### config.mk
export PLATFORM = sky130hd
export DESIGN_NAME = markup_tag_stripper_top
export DESIGN_NICKNAME = d
export VERILOG_FILES = /design/src/hdl/mts_pkg.sv /design/src/hdl/mts_front.sv /design/src/hdl/mts_fifo.sv /design/src/hdl/mts_back.sv /design/src/hdl/markup_tag_stripper_top.sv
export SDC_FILE = /design/constraint.sdc
export NUM_CORES = 1
export LEC_CHECK = 0
export BUFFER_PORTS_ARGS = -buffer_cell sky130_fd_sc_hd__buf_2
export CAP_MARGIN = 20
export CORE_MARGIN = 2
export CORE_UTILIZATION = 50
export CTS_CLUSTER_SIZE = 20
export DETAILED_ROUTE_END_ITERATION = 16
export GPL_TIMING_DRIVEN = 1
export PLACE_DENSITY = 0.65
export SYNTH_ARGS = -nofsm -noshare
export SYNTH_HDL_FRONTEND = slang
export SYNTH_SLANG_ARGS = --single-unit
export TNS_END_PERCENT = 20
### constraint.sdc
create_clock -name clk -period 3.4 [get_ports clk]
set_input_delay 0.68 -clock clk [delete_from_list [all_inputs] [get_ports clk]]
set_output_delay 0.68 -clock clk [all_outputs]
set_load 0.005 [all_outputs]
### src/hdl/mts_pkg.sv
`default_nettype none
package mts_pkg;

	typedef struct packed {
		logic [7:0] in_byte;
		logic       in_last;
	} mts_in_t;

	typedef struct packed {
		logic [7:0] out_byte;
		logic       out_has_byte;
		logic       out_last;
	} mts_out_t;

	typedef enum logic [1:0] {
		ACT_NONE,
		ACT_EMIT,
		ACT_HOLD,
		ACT_DISCARD
	} mts_act_t;

	// one command per accepted beat: optional flush, one action, optional final flush
	typedef struct packed {
		logic       rel_first;
		mts_act_t   act;
		logic [7:0] data;
		logic       rel_after;
		logic       last;
	} mts_cmd_t;

	localparam logic [7:0] CH_LT    = 8'h3C;
	localparam logic [7:0] CH_GT    = 8'h3E;
	localparam logic [7:0] CH_SLASH = 8'h2F;
	localparam logic [7:0] CH_COLON = 8'h3A;
	localparam logic [7:0] CH_B     = 8'h62;
	localparam logic [7:0] CH_G     = 8'h67;

	localparam int QDEPTH = 2;

	function automatic logic is_letter(input logic [7:0] b);
		return (b >= 8'h41 && b <= 8'h5A) || (b >= 8'h61 && b <= 8'h7A);
	endfunction

	function automatic logic is_alnum(input logic [7:0] b);
		return is_letter(b) || (b >= 8'h30 && b <= 8'h39);
	endfunction

endpackage
`default_nettype wire

### src/hdl/mts_front.sv
`default_nettype none
module mts_front
	import mts_pkg::*;
#(
	parameter int MAX_NAME = 16
) (
	input  wire logic     clk,
	input  wire logic     arst_n,
	input  wire mts_in_t  item,
	input  wire logic     item_valid,
	output logic          item_ready,
	output mts_cmd_t      cmd,
	output logic          cmd_valid,
	input  wire logic     cmd_ready
);

	localparam int DEPTH = MAX_NAME + 5;
	localparam int CW    = $clog2(DEPTH + 1);

	typedef enum logic [2:0] {
		M_OUT,
		M_OPEN,
		M_SLASH,
		M_NAME,
		M_PREFIXED
	} mode_t;

	mode_t         mode_q, mode_n;
	logic [1:0]    pp_q, pp_n;
	logic          slash_q, slash_n;
	logic [CW-1:0] cnt_q, cnt_n;

	logic [7:0]    b;
	logic [CW-1:0] base, name_len, hold_cnt;
	logic          prefix_g, brk, accept;

	assign item_ready = cmd_ready;
	assign cmd_valid  = item_valid;
	assign accept     = item_valid && cmd_ready;

	always_comb begin
		b        = item.in_byte;
		base     = CW'(1) + CW'(slash_q) + ((pp_q == 2'd3) ? CW'(3) : '0);
		name_len = (cnt_q > base) ? cnt_q - base : '0;
		hold_cnt = (cnt_q < CW'(DEPTH)) ? cnt_q + CW'(1) : cnt_q;
		prefix_g = (pp_q == 2'd1) && (b == CH_G);
		brk      = 1'b0;

		cmd.rel_first = 1'b0;
		cmd.act       = ACT_NONE;
		cmd.data      = b;
		cmd.rel_after = 1'b0;
		cmd.last      = item.in_last;

		mode_n  = mode_q;
		pp_n    = pp_q;
		slash_n = slash_q;
		cnt_n   = cnt_q;

		unique case (mode_q)
			M_OUT: begin
				if (b == CH_LT) begin
					cmd.act = ACT_HOLD;
					mode_n  = M_OPEN;
					cnt_n   = CW'(1);
					pp_n    = 2'd0;
					slash_n = 1'b0;
				end else begin
					cmd.act = ACT_EMIT;
				end
			end
			M_OPEN, M_SLASH: begin
				if (mode_q == M_OPEN && b == CH_SLASH) begin
					cmd.act = ACT_HOLD;
					mode_n  = M_SLASH;
					slash_n = 1'b1;
					cnt_n   = hold_cnt;
				end else if (is_letter(b)) begin
					cmd.act = ACT_HOLD;
					pp_n    = (b == CH_B) ? 2'd1 : 2'd0;
					mode_n  = M_NAME;
					cnt_n   = hold_cnt;
				end else begin
					brk = 1'b1;
				end
			end
			M_PREFIXED: begin
				if (is_letter(b)) begin
					cmd.act = ACT_HOLD;
					pp_n    = 2'd3;
					mode_n  = M_NAME;
					cnt_n   = hold_cnt;
				end else begin
					brk = 1'b1;
				end
			end
			M_NAME: begin
				if (is_alnum(b)) begin
					if (name_len >= CW'(MAX_NAME) && !prefix_g) begin
						brk = 1'b1;
					end else begin
						cmd.act = ACT_HOLD;
						cnt_n   = hold_cnt;
						if (pp_q != 2'd3)
							pp_n = prefix_g ? 2'd2 : 2'd0;
					end
				end else if (b == CH_COLON && pp_q == 2'd2) begin
					cmd.act = ACT_HOLD;
					cnt_n   = hold_cnt;
					mode_n  = M_PREFIXED;
				end else if (b == CH_GT) begin
					if (name_len > CW'(MAX_NAME)) begin
						brk = 1'b1;
					end else begin
						cmd.act = ACT_DISCARD;
						cnt_n   = '0;
						pp_n    = 2'd0;
						mode_n  = M_OUT;
					end
				end else begin
					brk = 1'b1;
				end
			end
			default: begin
				cmd.rel_first = 1'b1;
				mode_n        = M_OUT;
				cnt_n         = '0;
				pp_n          = 2'd0;
			end
		endcase

		if (brk) begin
			cmd.rel_first = 1'b1;
			pp_n          = 2'd0;
			slash_n       = 1'b0;
			if (b == CH_LT) begin
				cmd.act = ACT_HOLD;
				mode_n  = M_OPEN;
				cnt_n   = CW'(1);
			end else begin
				cmd.act = ACT_EMIT;
				mode_n  = M_OUT;
				cnt_n   = '0;
			end
		end

		// end of message flushes any open candidate
		if (item.in_last && mode_n != M_OUT) begin
			cmd.rel_after = 1'b1;
			mode_n        = M_OUT;
			cnt_n         = '0;
			pp_n          = 2'd0;
			slash_n       = 1'b0;
		end
	end

	always_ff @(posedge clk or negedge arst_n) begin
		if (!arst_n) begin
			mode_q  <= M_OUT;
			pp_q    <= 2'd0;
			slash_q <= 1'b0;
			cnt_q   <= '0;
		end else if (accept) begin
			mode_q  <= mode_n;
			pp_q    <= pp_n;
			slash_q <= slash_n;
			cnt_q   <= cnt_n;
		end
	end

endmodule
`default_nettype wire

### src/hdl/mts_fifo.sv
`default_nettype none
module mts_fifo
	import mts_pkg::*;
(
	input  wire logic     clk,
	input  wire logic     arst_n,
	input  wire mts_cmd_t wr_data,
	input  wire logic     wr_valid,
	output logic          wr_ready,
	output mts_cmd_t      rd_data,
	output logic          rd_valid,
	input  wire logic     rd_ready
);

	localparam int PW = $clog2(QDEPTH);
	localparam int FW = $clog2(QDEPTH + 1);

	mts_cmd_t      mem_q [QDEPTH];
	logic [PW-1:0] wr_ptr_q, rd_ptr_q;
	logic [FW-1:0] fill_q;
	logic          push, pop;

	assign wr_ready = (fill_q != FW'(QDEPTH));
	assign rd_valid = (fill_q != '0);
	assign rd_data  = mem_q[rd_ptr_q];
	assign push     = wr_valid && wr_ready;
	assign pop      = rd_valid && rd_ready;

	always_ff @(posedge clk) begin
		if (push)
			mem_q[wr_ptr_q] <= wr_data;
	end

	always_ff @(posedge clk or negedge arst_n) begin
		if (!arst_n) begin
			wr_ptr_q <= '0;
			rd_ptr_q <= '0;
			fill_q   <= '0;
		end else begin
			if (push)
				wr_ptr_q <= wr_ptr_q + PW'(1);
			if (pop)
				rd_ptr_q <= rd_ptr_q + PW'(1);
			if (push && !pop)
				fill_q <= fill_q + FW'(1);
			else if (pop && !push)
				fill_q <= fill_q - FW'(1);
		end
	end

endmodule
`default_nettype wire

### src/hdl/mts_back.sv
`default_nettype none
module mts_back
	import mts_pkg::*;
#(
	parameter int MAX_NAME = 16
) (
	input  wire logic     clk,
	input  wire logic     arst_n,
	input  wire mts_cmd_t cmd,
	input  wire logic     cmd_valid,
	output logic          cmd_ready,
	output mts_out_t      result,
	output logic          result_valid,
	input  wire logic     result_ready
);

	localparam int DEPTH = MAX_NAME + 5;
	localparam int CW    = $clog2(DEPTH + 1);
	localparam int IW    = $clog2(DEPTH);

	typedef enum logic [2:0] {
		B_IDLE,
		B_REL1,
		B_ACT,
		B_PRE,
		B_REL2,
		B_MARK
	} state_t;

	state_t        state_q;
	mts_cmd_t      cmd_q;
	logic [CW-1:0] cnt_q;
	logic [IW-1:0] rd_q, rd_nxt;
	logic          emitted_q;
	logic [7:0]    mem [DEPTH];
	logic [7:0]    rdata_q;
	mts_out_t      res_q, em;
	logic          res_valid_q;

	logic out_free, emit, rd_end, wr_en, marker;

	assign result       = res_q;
	assign result_valid = res_valid_q;
	assign cmd_ready    = (state_q == B_IDLE);
	assign out_free     = !res_valid_q || result_ready;
	assign rd_end       = (CW'(rd_q) + CW'(1)) == cnt_q;
	assign wr_en        = (state_q == B_ACT) && (cmd_q.act == ACT_HOLD) && (cnt_q < CW'(DEPTH));
	assign marker       = cmd_q.last && !cmd_q.rel_after && !emitted_q;

	always_comb begin
		emit   = 1'b0;
		em     = '0;
		rd_nxt = '0;
		unique case (state_q)
			B_REL1, B_REL2: begin
				emit            = out_free;
				em.out_byte     = rdata_q;
				em.out_has_byte = 1'b1;
				if (state_q == B_REL2)
					em.out_last = cmd_q.last && rd_end;
				else
					em.out_last = cmd_q.last && rd_end && (cmd_q.act != ACT_EMIT)
						&& !cmd_q.rel_after;
				if (!out_free)
					rd_nxt = rd_q;
				else if (!rd_end)
					rd_nxt = rd_q + IW'(1);
			end
			B_ACT: begin
				if (cmd_q.act == ACT_EMIT) begin
					emit            = out_free;
					em.out_byte     = cmd_q.data;
					em.out_has_byte = 1'b1;
					em.out_last     = cmd_q.last;
				end
			end
			B_MARK: begin
				emit        = out_free;
				em.out_last = 1'b1;
			end
			default: ;
		endcase
	end

	// held candidate bytes, registered read
	always_ff @(posedge clk) begin
		if (wr_en)
			mem[cnt_q[IW-1:0]] <= cmd_q.data;
		rdata_q <= mem[rd_nxt];
	end

	always_ff @(posedge clk) begin
		if (emit)
			res_q <= em;
		if (state_q == B_IDLE && cmd_valid)
			cmd_q <= cmd;
	end

	always_ff @(posedge clk or negedge arst_n) begin
		if (!arst_n) begin
			state_q     <= B_IDLE;
			cnt_q       <= '0;
			rd_q        <= '0;
			emitted_q   <= 1'b0;
			res_valid_q <= 1'b0;
		end else begin
			rd_q <= rd_nxt;
			if (emit)
				res_valid_q <= 1'b1;
			else if (result_ready)
				res_valid_q <= 1'b0;

			unique case (state_q)
				B_IDLE: begin
					if (cmd_valid) begin
						emitted_q <= 1'b0;
						state_q   <= (cmd.rel_first && cnt_q != '0) ? B_REL1 : B_ACT;
					end
				end
				B_REL1: begin
					if (emit) begin
						emitted_q <= 1'b1;
						if (rd_end) begin
							cnt_q   <= '0;
							state_q <= B_ACT;
						end
					end
				end
				B_ACT: begin
					unique case (cmd_q.act)
						ACT_EMIT: begin
							if (emit)
								state_q <= B_IDLE;
						end
						ACT_HOLD: begin
							if (wr_en)
								cnt_q <= cnt_q + CW'(1);
							if (cmd_q.rel_after)
								state_q <= B_PRE;
							else
								state_q <= marker ? B_MARK : B_IDLE;
						end
						ACT_DISCARD: begin
							cnt_q   <= '0;
							state_q <= marker ? B_MARK : B_IDLE;
						end
						default: begin
							state_q <= marker ? B_MARK : B_IDLE;
						end
					endcase
				end
				B_PRE: begin
					state_q <= B_REL2;
				end
				B_REL2: begin
					if (emit && rd_end) begin
						cnt_q   <= '0;
						state_q <= B_IDLE;
					end
				end
				B_MARK: begin
					if (emit)
						state_q <= B_IDLE;
				end
				default: begin
					state_q <= B_IDLE;
				end
			endcase
		end
	end

endmodule
`default_nettype wire

### src/hdl/markup_tag_stripper_top.sv
// A plain text beat passes through the command queue, then the back end's
// command and result registers, before it shows on result. The back end takes
// a new command only when idle; held bytes are read out through a single port.
// A two-entry command queue lets input run ahead while a flush is in progress.
// Reset (arst_n low, asynchronous) clears all control state; buffer contents stay.
`default_nettype none
module markup_tag_stripper_top
	import mts_pkg::*;
#(
	parameter int MAX_NAME = 16
) (
	input  wire logic     clk,
	input  wire logic     arst_n,
	input  wire mts_in_t  item,
	input  wire logic     item_valid,
	output logic          item_ready,
	output mts_out_t      result,
	output logic          result_valid,
	input  wire logic     result_ready
);

	mts_cmd_t f_cmd, q_cmd;
	logic     f_valid, f_ready, q_valid, q_ready;

	mts_front #(.MAX_NAME(MAX_NAME)) u_front (
		.clk        (clk),
		.arst_n     (arst_n),
		.item       (item),
		.item_valid (item_valid),
		.item_ready (item_ready),
		.cmd        (f_cmd),
		.cmd_valid  (f_valid),
		.cmd_ready  (f_ready)
	);

	mts_fifo u_fifo (
		.clk      (clk),
		.arst_n   (arst_n),
		.wr_data  (f_cmd),
		.wr_valid (f_valid),
		.wr_ready (f_ready),
		.rd_data  (q_cmd),
		.rd_valid (q_valid),
		.rd_ready (q_ready)
	);

	mts_back #(.MAX_NAME(MAX_NAME)) u_back (
		.clk          (clk),
		.arst_n       (arst_n),
		.cmd          (q_cmd),
		.cmd_valid    (q_valid),
		.cmd_ready    (q_ready),
		.result       (result),
		.result_valid (result_valid),
		.result_ready (result_ready)
	);

endmodule
`default_nettype wire

Word-level counts from Yosys, hierarchy flattened
Memories as Yosys holds them, arrays and structs flattened. A register that Yosys moved wholly into a read port is not among the register bits.
Cells that the tools add are included.
- eq/ne operators: 43
- $add $sub $neg: 10
- magnitude comparators: 11
- multiplexer cells: 102
- reductions and logical operators: 50
- operators by type and width (operator ; count):
    5-bit two-way mux ; 19
    3-bit two-way mux ; 17
    2-bit two-way mux ; 25
    8-bit by 6-bit equality test with 1-bit output (second input constant) ; 4
    1-bit two-way mux ; 26
    1-bit logical AND ; 21
    5-bit one-hot mux with 4 select lines ; 1
    3-bit one-hot mux with 6 select lines ; 1
    9-bit one-hot mux with 2 select lines ; 1
    8-bit by 7-bit equality test with 1-bit output (second input constant) ; 2
    8-bit by 7-bit >= comparator with 1-bit output (second input constant) ; 2
    8-bit by 7-bit less-or-equal comparator with 1-bit output (second input constant) ; 2
    4-bit by 1-bit != test with 1-bit output (second input constant) ; 4
    2-bit one-hot mux with 4 select lines ; 2
    5-bit by 1-bit adder with 5-bit output (second input constant) ; 3
    5-bit one-hot mux with 3 select lines ; 1
    3-bit by 2-bit equality test with 1-bit output (second input constant) ; 4
    3-bit one-hot mux with 4 select lines ; 1
    5-bit less-than comparator (second input constant) ; 2
    10-bit two-way mux ; 1
    5-bit by 3-bit != test with 1-bit output (second input constant) ; 2
    5-bit by 4-bit != test with 1-bit output (second input constant) ; 2
    5-bit one-hot mux with 2 select lines ; 1
    10-bit AND reduction ; 1
    41 further kinds ; 71
- register bits: 52
- RAM bits: 194
- memories: 2
- bits of input ports: 13
- logic and storage cells: 237
- output and inout port bits: 12
- memory list (name ; words ; bits a word ; read ports ; clocked after memory_dff ; wr ports ; line ; source):
    u_back.mem ; 21 ; 8 ; 1 ; 1 ; 1 ; mts_back.sv:35 ; logic [7:0] mem [DEPTH];
    u_fifo.mem_q ; 2 ; 13 ; 1 ; 0 ; 1 ; mts_fifo.sv:18 ; mts_cmd_t mem_q [QDEPTH];

Longest topological paths before layout
- depth after elaboration: 16
- mapped depth: 13
- gate-level depth less buffers: 12

Hierarchy
From an unflattened synthesis, not the netlist that was laid out.
- cells, all modules: 1107
- area total of the unflattened synthesis: 13211.4 um^2
- modules (own cells, without submodules) (module ; cells an instance ; sequential area each (um^2) ; instances ; area an instance (um^2)):
    mts_back ; 839 ; 6241.0 ; 1 ; 10388.7
    mts_front ; 210 ; 275.3 ; 1 ; 1677.9
    mts_fifo ; 58 ; 880.8 ; 1 ; 1144.8

Worst setup path before layout
No wires, ideal clock.
- kind: reg-to-reg
- from: register u_front.pp_q[1]
- to: register u_front.slash_q
- clock period less this slack: 3.003 ns
- slack: 0.397 ns
- cell stages (with the launch flop): 13
- library setup time: 0.124 ns
- arrival time: 2.879 ns
- buffers on the path: 0
- required time: 3.276 ns
- cell sequence: dfrtp_1 -> nand2_1 -> ha_1 -> ha_1 -> fa_1 -> nand2b_1 -> a21bo_2 -> o21a_1 -> o41ai_1 -> a21oi_4 -> nand2_1 -> o21ai_0 -> a211o_1
- word-level cells in the longest chain between the ends: 16
- elaborated cells between the ends (all ways): 34
- classes of those cells: 2 x add/sub; 3 x order compare; 5 x eq/ne; 16 x mux; 8 x reduce/logical
- ends and longest elaborated chain (what ; line ; source):
    start: declaration ; mts_front.sv:29 ; logic [1:0] pp_q, pp_n;
    start signal: assignment ; mts_front.sv:165 ; pp_q <= pp_n;
    2-bit equality test ; mts_front.sv:43 ; base = CW'(1) + CW'(slash_q) + ((pp_q == 2'd3) ? CW'(3) : '0);
    2-bit two-way mux ; mts_front.sv:43 ;
    5-bit adder ; mts_front.sv:43 ;
    5-bit subtractor / 5-bit greater-than comparator (equally long branches) ; mts_front.sv:44 ; name_len = (cnt_q > base) ? cnt_q - base : '0;
    5-bit two-way mux ; mts_front.sv:44 ;
    5-bit greater-than comparator ; mts_front.sv:112 ; if (name_len > CW'(MAX_NAME)) begin
    3-bit two-way mux / 1-bit two-way mux (equally long branches) ; mts_front.sv:112 ;
    3-bit two-way mux / 1-bit two-way mux (equally long branches) ; mts_front.sv:111 ; end else if (b == CH_GT) begin
    3-bit two-way mux / 1-bit two-way mux (equally long branches) ; mts_front.sv:107 ; end else if (b == CH_COLON && pp_q == 2'd2) begin
    3-bit two-way mux / 1-bit two-way mux (equally long branches) ; mts_front.sv:98 ; if (is_alnum(b)) begin
    3-bit one-hot mux with 4 select lines / 1-bit one-hot mux with 3 select lines (equally long branches) ; mts_front.sv:60 ; unique case (mode_q)
    3-bit two-way mux ; mts_front.sv:132 ; if (brk) begin
    3-bit nonzero test ; mts_front.sv:148 ; if (item.in_last && mode_n != M_OUT) begin
    1-bit logical AND ; mts_front.sv:148 ;
    4-bit by 1-bit != test with 1-bit output (no source line) / 4-bit nonzero test (equally long branches) ; - ;
    4-bit AND reduction (no source line) ; - ;
    end signal: assignment ; mts_front.sv:166 ; slash_q <= slash_n;
    end: declaration ; mts_front.sv:30 ; logic slash_q, slash_n;
Parallel ways exist; a longest one is shown, timed or not.
A chain may end at the register's enable or synchronous reset.

Final worst setup path
Ends and elaborated chain as after synthesis.

==> flow_metrics.py <==
metrics = {
    "final_layout": {
        "finish.net_count": 1056,
        "fraction_of_final_layout_cells_sized_beyond_drive_strength_1_pct": 16.0,
        "num_antenna_cells": 0,
        "num-fill-cells": 1929,
        "area_delta_synth_final_pct": 13.7,
        "finish.cell_count_without_fillers": 1368,
        "final-seq-area_um2": 7400,
        "combined_area_of_the_multi_input_logic_cells_um2": 4120,
    },
    "clock_tree": {
        "clock_sink_count": 254,
        "tritoncts_clock_tree": "yes",
        "clkTransAtPathRegs_ps": 60,
        "worst_skew_pair.late_latency_ps": 550,
        "number_of_buffers_created_by_cts": 27,
        "cts_htree_levels": 1,
        "cts-root-to-sink-buffers": 3,
        "clock_tree.root_cell": "sky130_fd_sc_hd__clkbuf_16",
    },
    "grt": {
        "grt_pass1_wl_mm": 42.4,
        "grt_pass1_vias": 7632,
        "track_usage_pct": 22.0,
        "antenna_found_initial": 0,
        "global_route.overflow_total": 0,
        "grt_start_max_net_pins": 40,
    },
    "sta": {
        "finalMaxSlewViolations": 0,
        "finalCritPeriodShare_pct": 96.5,
        "post-route-worst-setup-slack_ps": 118,
        "final.min_clock_period_ps": 3280,
        "final.hold.worst_slack_ps": 205,
        "setup-violations-final": 0,
        "relSlewSlack_pct": 36.2,
        "max_clock_freq_mhz": 305,
        "worst_clock_skew_ps": 24.6,
        "max_slew.worst_pin.slew_ps": 957,
        "timing.final.hold_violations": 0,
    },
    "floorplan": {
        "floorplan.die_area_um2": 24900,
        "placeableCoreArea_um2": 23300,
        "initial_utilization_pct": 50.7,
        "io-pin-count": 25,
        "floorplan_die_width_um": 158,
        "num_rows": 56,
        "die_h_um": 158,
    },
    "worst_hold_path": {
        "min_path_type": "primary input to async pin",
    },
    "logic_synthesis": {
        "synth_flop_cell": "sky130_fd_sc_hd__edfxtp_1",
        "synth_enable_flop_cells": 216,
        "post_synth.cell_area_avg_um2": 12.0,
        "synth-seq-area-share_pct": 62.6,
        "yosys_register_bits": 254,
        "ys_types": 91,
        "ys_warn_count": 0,
        "syn-cell-area_um2": 11800,
        "syn-instance-count": 982,
        "mappedNetlistNets": 1010,
        "synth-async-reset-ratio_pct": 11.8,
    },
    "setup_path": {
        "start_kind": "flip-flop",
        "critical_path_arrival_ps": 3700,
        "critical_path_class": "flip-flop to flip-flop",
        "critical_path_peak_fanout": 6,
        "cp-end-kind": "flip-flop",
        "critPathRequiredTime_ps": 3820,
    },
    "placement": {
        "dpl.cell_count": 1316,
        "numPortBuffers": 24,
        "dp_hpwl_mm": 17.7,
        "preCtsSetupSlack_ps": 115,
        "gp_congestion": 0.896,
    },
    "pwr": {
        "intPower_mw": 7.03,
        "p_comb_share_pct": 23.7,
        "power.switching_fraction_pct": 31.7,
        "power.sequential.fraction_pct": 45.5,
        "netSwitchingPower_mw": 3.26,
        "clock_power_share_pct": 30.7,
        "peakVddDrop_uv": 508,
        "p_leak_nw": 4.76,
        "p_per_area_nw_per_um2": 765,
    },
    "routing": {
        "drt-vias-per-instance": 5.93,
        "drc_errors": 0,
        "drt_first_iter_violations": 843,
        "ant_nets": 0,
        "detailedRoute.firstPassIterationCount": 6,
        "detailroute.via_count": 8112,
        "detail_route.wirelength_mm": 27.3,
        "post_drt_wl_per_cell_um": 19.9,
    },
    "job": {
        "max-cap-violations": 0,
    },
    "status": {
        "run_status": "finished, final reports clean",
    },
}
[state kept, by name (all words and copies together) (netlist names)]
register and flops:
u_back.result_valid 1, u_back.rdata_q 8, u_back.cnt_q 5, u_back.state_q 3
u_back.rd_q 5, u_fifo.rd_ptr_q 1, u_back.result 10, u_back.mem 168
u_back.emitted_q 1, u_front.slash_q 1, u_front.pp_q 2, u_fifo.wr_ptr_q 1
u_fifo.fill_q 2, u_back.cmd_q 12, u_front.mode_q 3, u_fifo.mem_q 26
u_front.cnt_q 5
[metal layers]
layer	vias up	GRT usage, %	wire (um)
met4	0	6.10	492
li1	3828	-	-
met3	40	2.79	1790
met2	275	34.4	12400
met5	-	0	0
met1	3969	32.6	12500
[synthesized netlist by cell type, types with 7 or more instances]
library cell	n	area [um2]
sky130_fd_sc_hd__nor2_1	59	221
sky130_fd_sc_hd__clkbuf_1	28	105
sky130_fd_sc_hd__inv_1	18	67.6
sky130_fd_sc_hd__o211ai_1	7	52.6
sky130_fd_sc_hd__edfxtp_1	216	6490
sky130_fd_sc_hd__a222oi_1	8	80.1
sky130_fd_sc_hd__nand2_1	149	559
sky130_fd_sc_hd__xor2_1	7	61.3
sky130_fd_sc_hd__a31oi_1	7	43.8
sky130_fd_sc_hd__mux2_2	12	135
sky130_fd_sc_hd__nand3_1	82	410
sky130_fd_sc_hd__mux2i_1	26	260
sky130_fd_sc_hd__dfrtp_1	30	751
sky130_fd_sc_hd__a221o_1	8	80.1
sky130_fd_sc_hd__xnor2_1	9	78.8
sky130_fd_sc_hd__nand4_1	7	43.8
sky130_fd_sc_hd__a22o_1	13	114
sky130_fd_sc_hd__ha_1	14	175
sky130_fd_sc_hd__a32oi_1	7	61.3
sky130_fd_sc_hd__a21oi_1	38	190
sky130_fd_sc_hd__a22oi_1	16	120
sky130_fd_sc_hd__dfxtp_1	8	160
sky130_fd_sc_hd__nor3_1	15	75.1
sky130_fd_sc_hd__nand2b_1	16	100
sky130_fd_sc_hd__buf_2	16	80.1
sky130_fd_sc_hd__o21ai_0	30	150
[worst max-delay path: stages, from the launching register on]
cell	delay (ps)
sky130_fd_sc_hd__dfrtp_2	400
sky130_fd_sc_hd__nand2_1	60
sky130_fd_sc_hd__ha_1	280
sky130_fd_sc_hd__ha_2	190
sky130_fd_sc_hd__fa_2	420
sky130_fd_sc_hd__and2_1	160
sky130_fd_sc_hd__a32o_1	260
sky130_fd_sc_hd__o211ai_1	210
sky130_fd_sc_hd__nand4b_1	220
sky130_fd_sc_hd__a31oi_2	320
sky130_fd_sc_hd__a2bb2oi_2	150
sky130_fd_sc_hd__and4_1	220
sky130_fd_sc_hd__a211o_1	260
[stage by stage]
step           total power [mW]  area [um2]  TNS, ps  util (%)
6_report                   10.3       13400        0      57.6
5_1_grt                    10.8       13400    -58.2      57.6
4_1_cts                    10.3       13400        0      57.5
3_5_place_dp               7.17       12400        0      53.3
3_3_place_gp               7.11       12400        0      53.3
2_1_floorplan              6.15       11800        0         -
[power by group through the flow]
stage               Combinational (mW)  Sequential [mW]  Clock (mW)
finish                            2.44             4.69        3.16
global route                      2.70             4.76        3.34
CTS                               2.43             4.70        3.22
detailed placement                2.41             4.76           0
global placement                  2.38             4.73           0
floorplan                         1.69             4.46           0
[layout make-up]
type,instances,share of cell area (%)
Clock buffer,30,5.11
Tap cell,319,2.97
Sequential cell,254,55.0
Inverter,19,0.530
Clock inverter,20,2.10
Multi-Input combinational cell,655,30.7
Timing Repair Buffer,71,3.61
[cells by family (layout without fill, tap and decap cells)]
family / count (synthesis) / count (layout) / synth area share, %
adder cells (fa/ha/maj): 15 / 15 / 1.65
AO/OA/AOI/OAI: 201 / 201 / 12.6
multiplexers: 38 / 38 / 3.34
buffers and inverters: 73 / 140 / 2.75
AND/OR/NAND/NOR: 384 / 384 / 15.7
XOR/XNOR: 17 / 17 / 1.38
flip-flops: 254 / 254 / 62.6
[placed cells by master, fill, tap and decap left out, drive strengths merged, types with 16 or more instances in the layout]
cell / instances
edfxtp: 216
nand2: 149
nand3: 82
buf: 71
nor2: 59
a21oi: 39
o21ai: 30
dfrtp: 30
clkbuf: 30
mux2i: 26
inv: 22
nor3: 17
nand2b: 16
a22oi: 16
[what timing repair did]
| item | in CTS | in global routing |
|---|---|---|
| hold buffers | 0 | 0 |
| endpoints found under the setup margin | 0 | 9 |
| buffers inserted | 0 | 2 |
| hold endpoints to repair | 0 | 0 |
| resized for setup | 0 | 5 |
[final timing paths]
path / start / end / slack (ps) / cells past startpoint
min in group clk: item[8] / u_fifo.mem_q[0][9] / 360 / 1
hold / removal: arst_n / u_front.slash_q / 210 / 1
setup / recovery: u_front.pp_q[1] / u_front.slash_q / 120 / 12
setup reg to reg: u_front.pp_q[1] / u_front.slash_q / 120 / 12
max in group asynchronous: arst_n / u_front.pp_q[1] / 2690 / 1
hold reg to reg: u_front.slash_q / u_front.slash_q / 520 / 1
No activity file was read; power rests on OpenSTA's default activity.
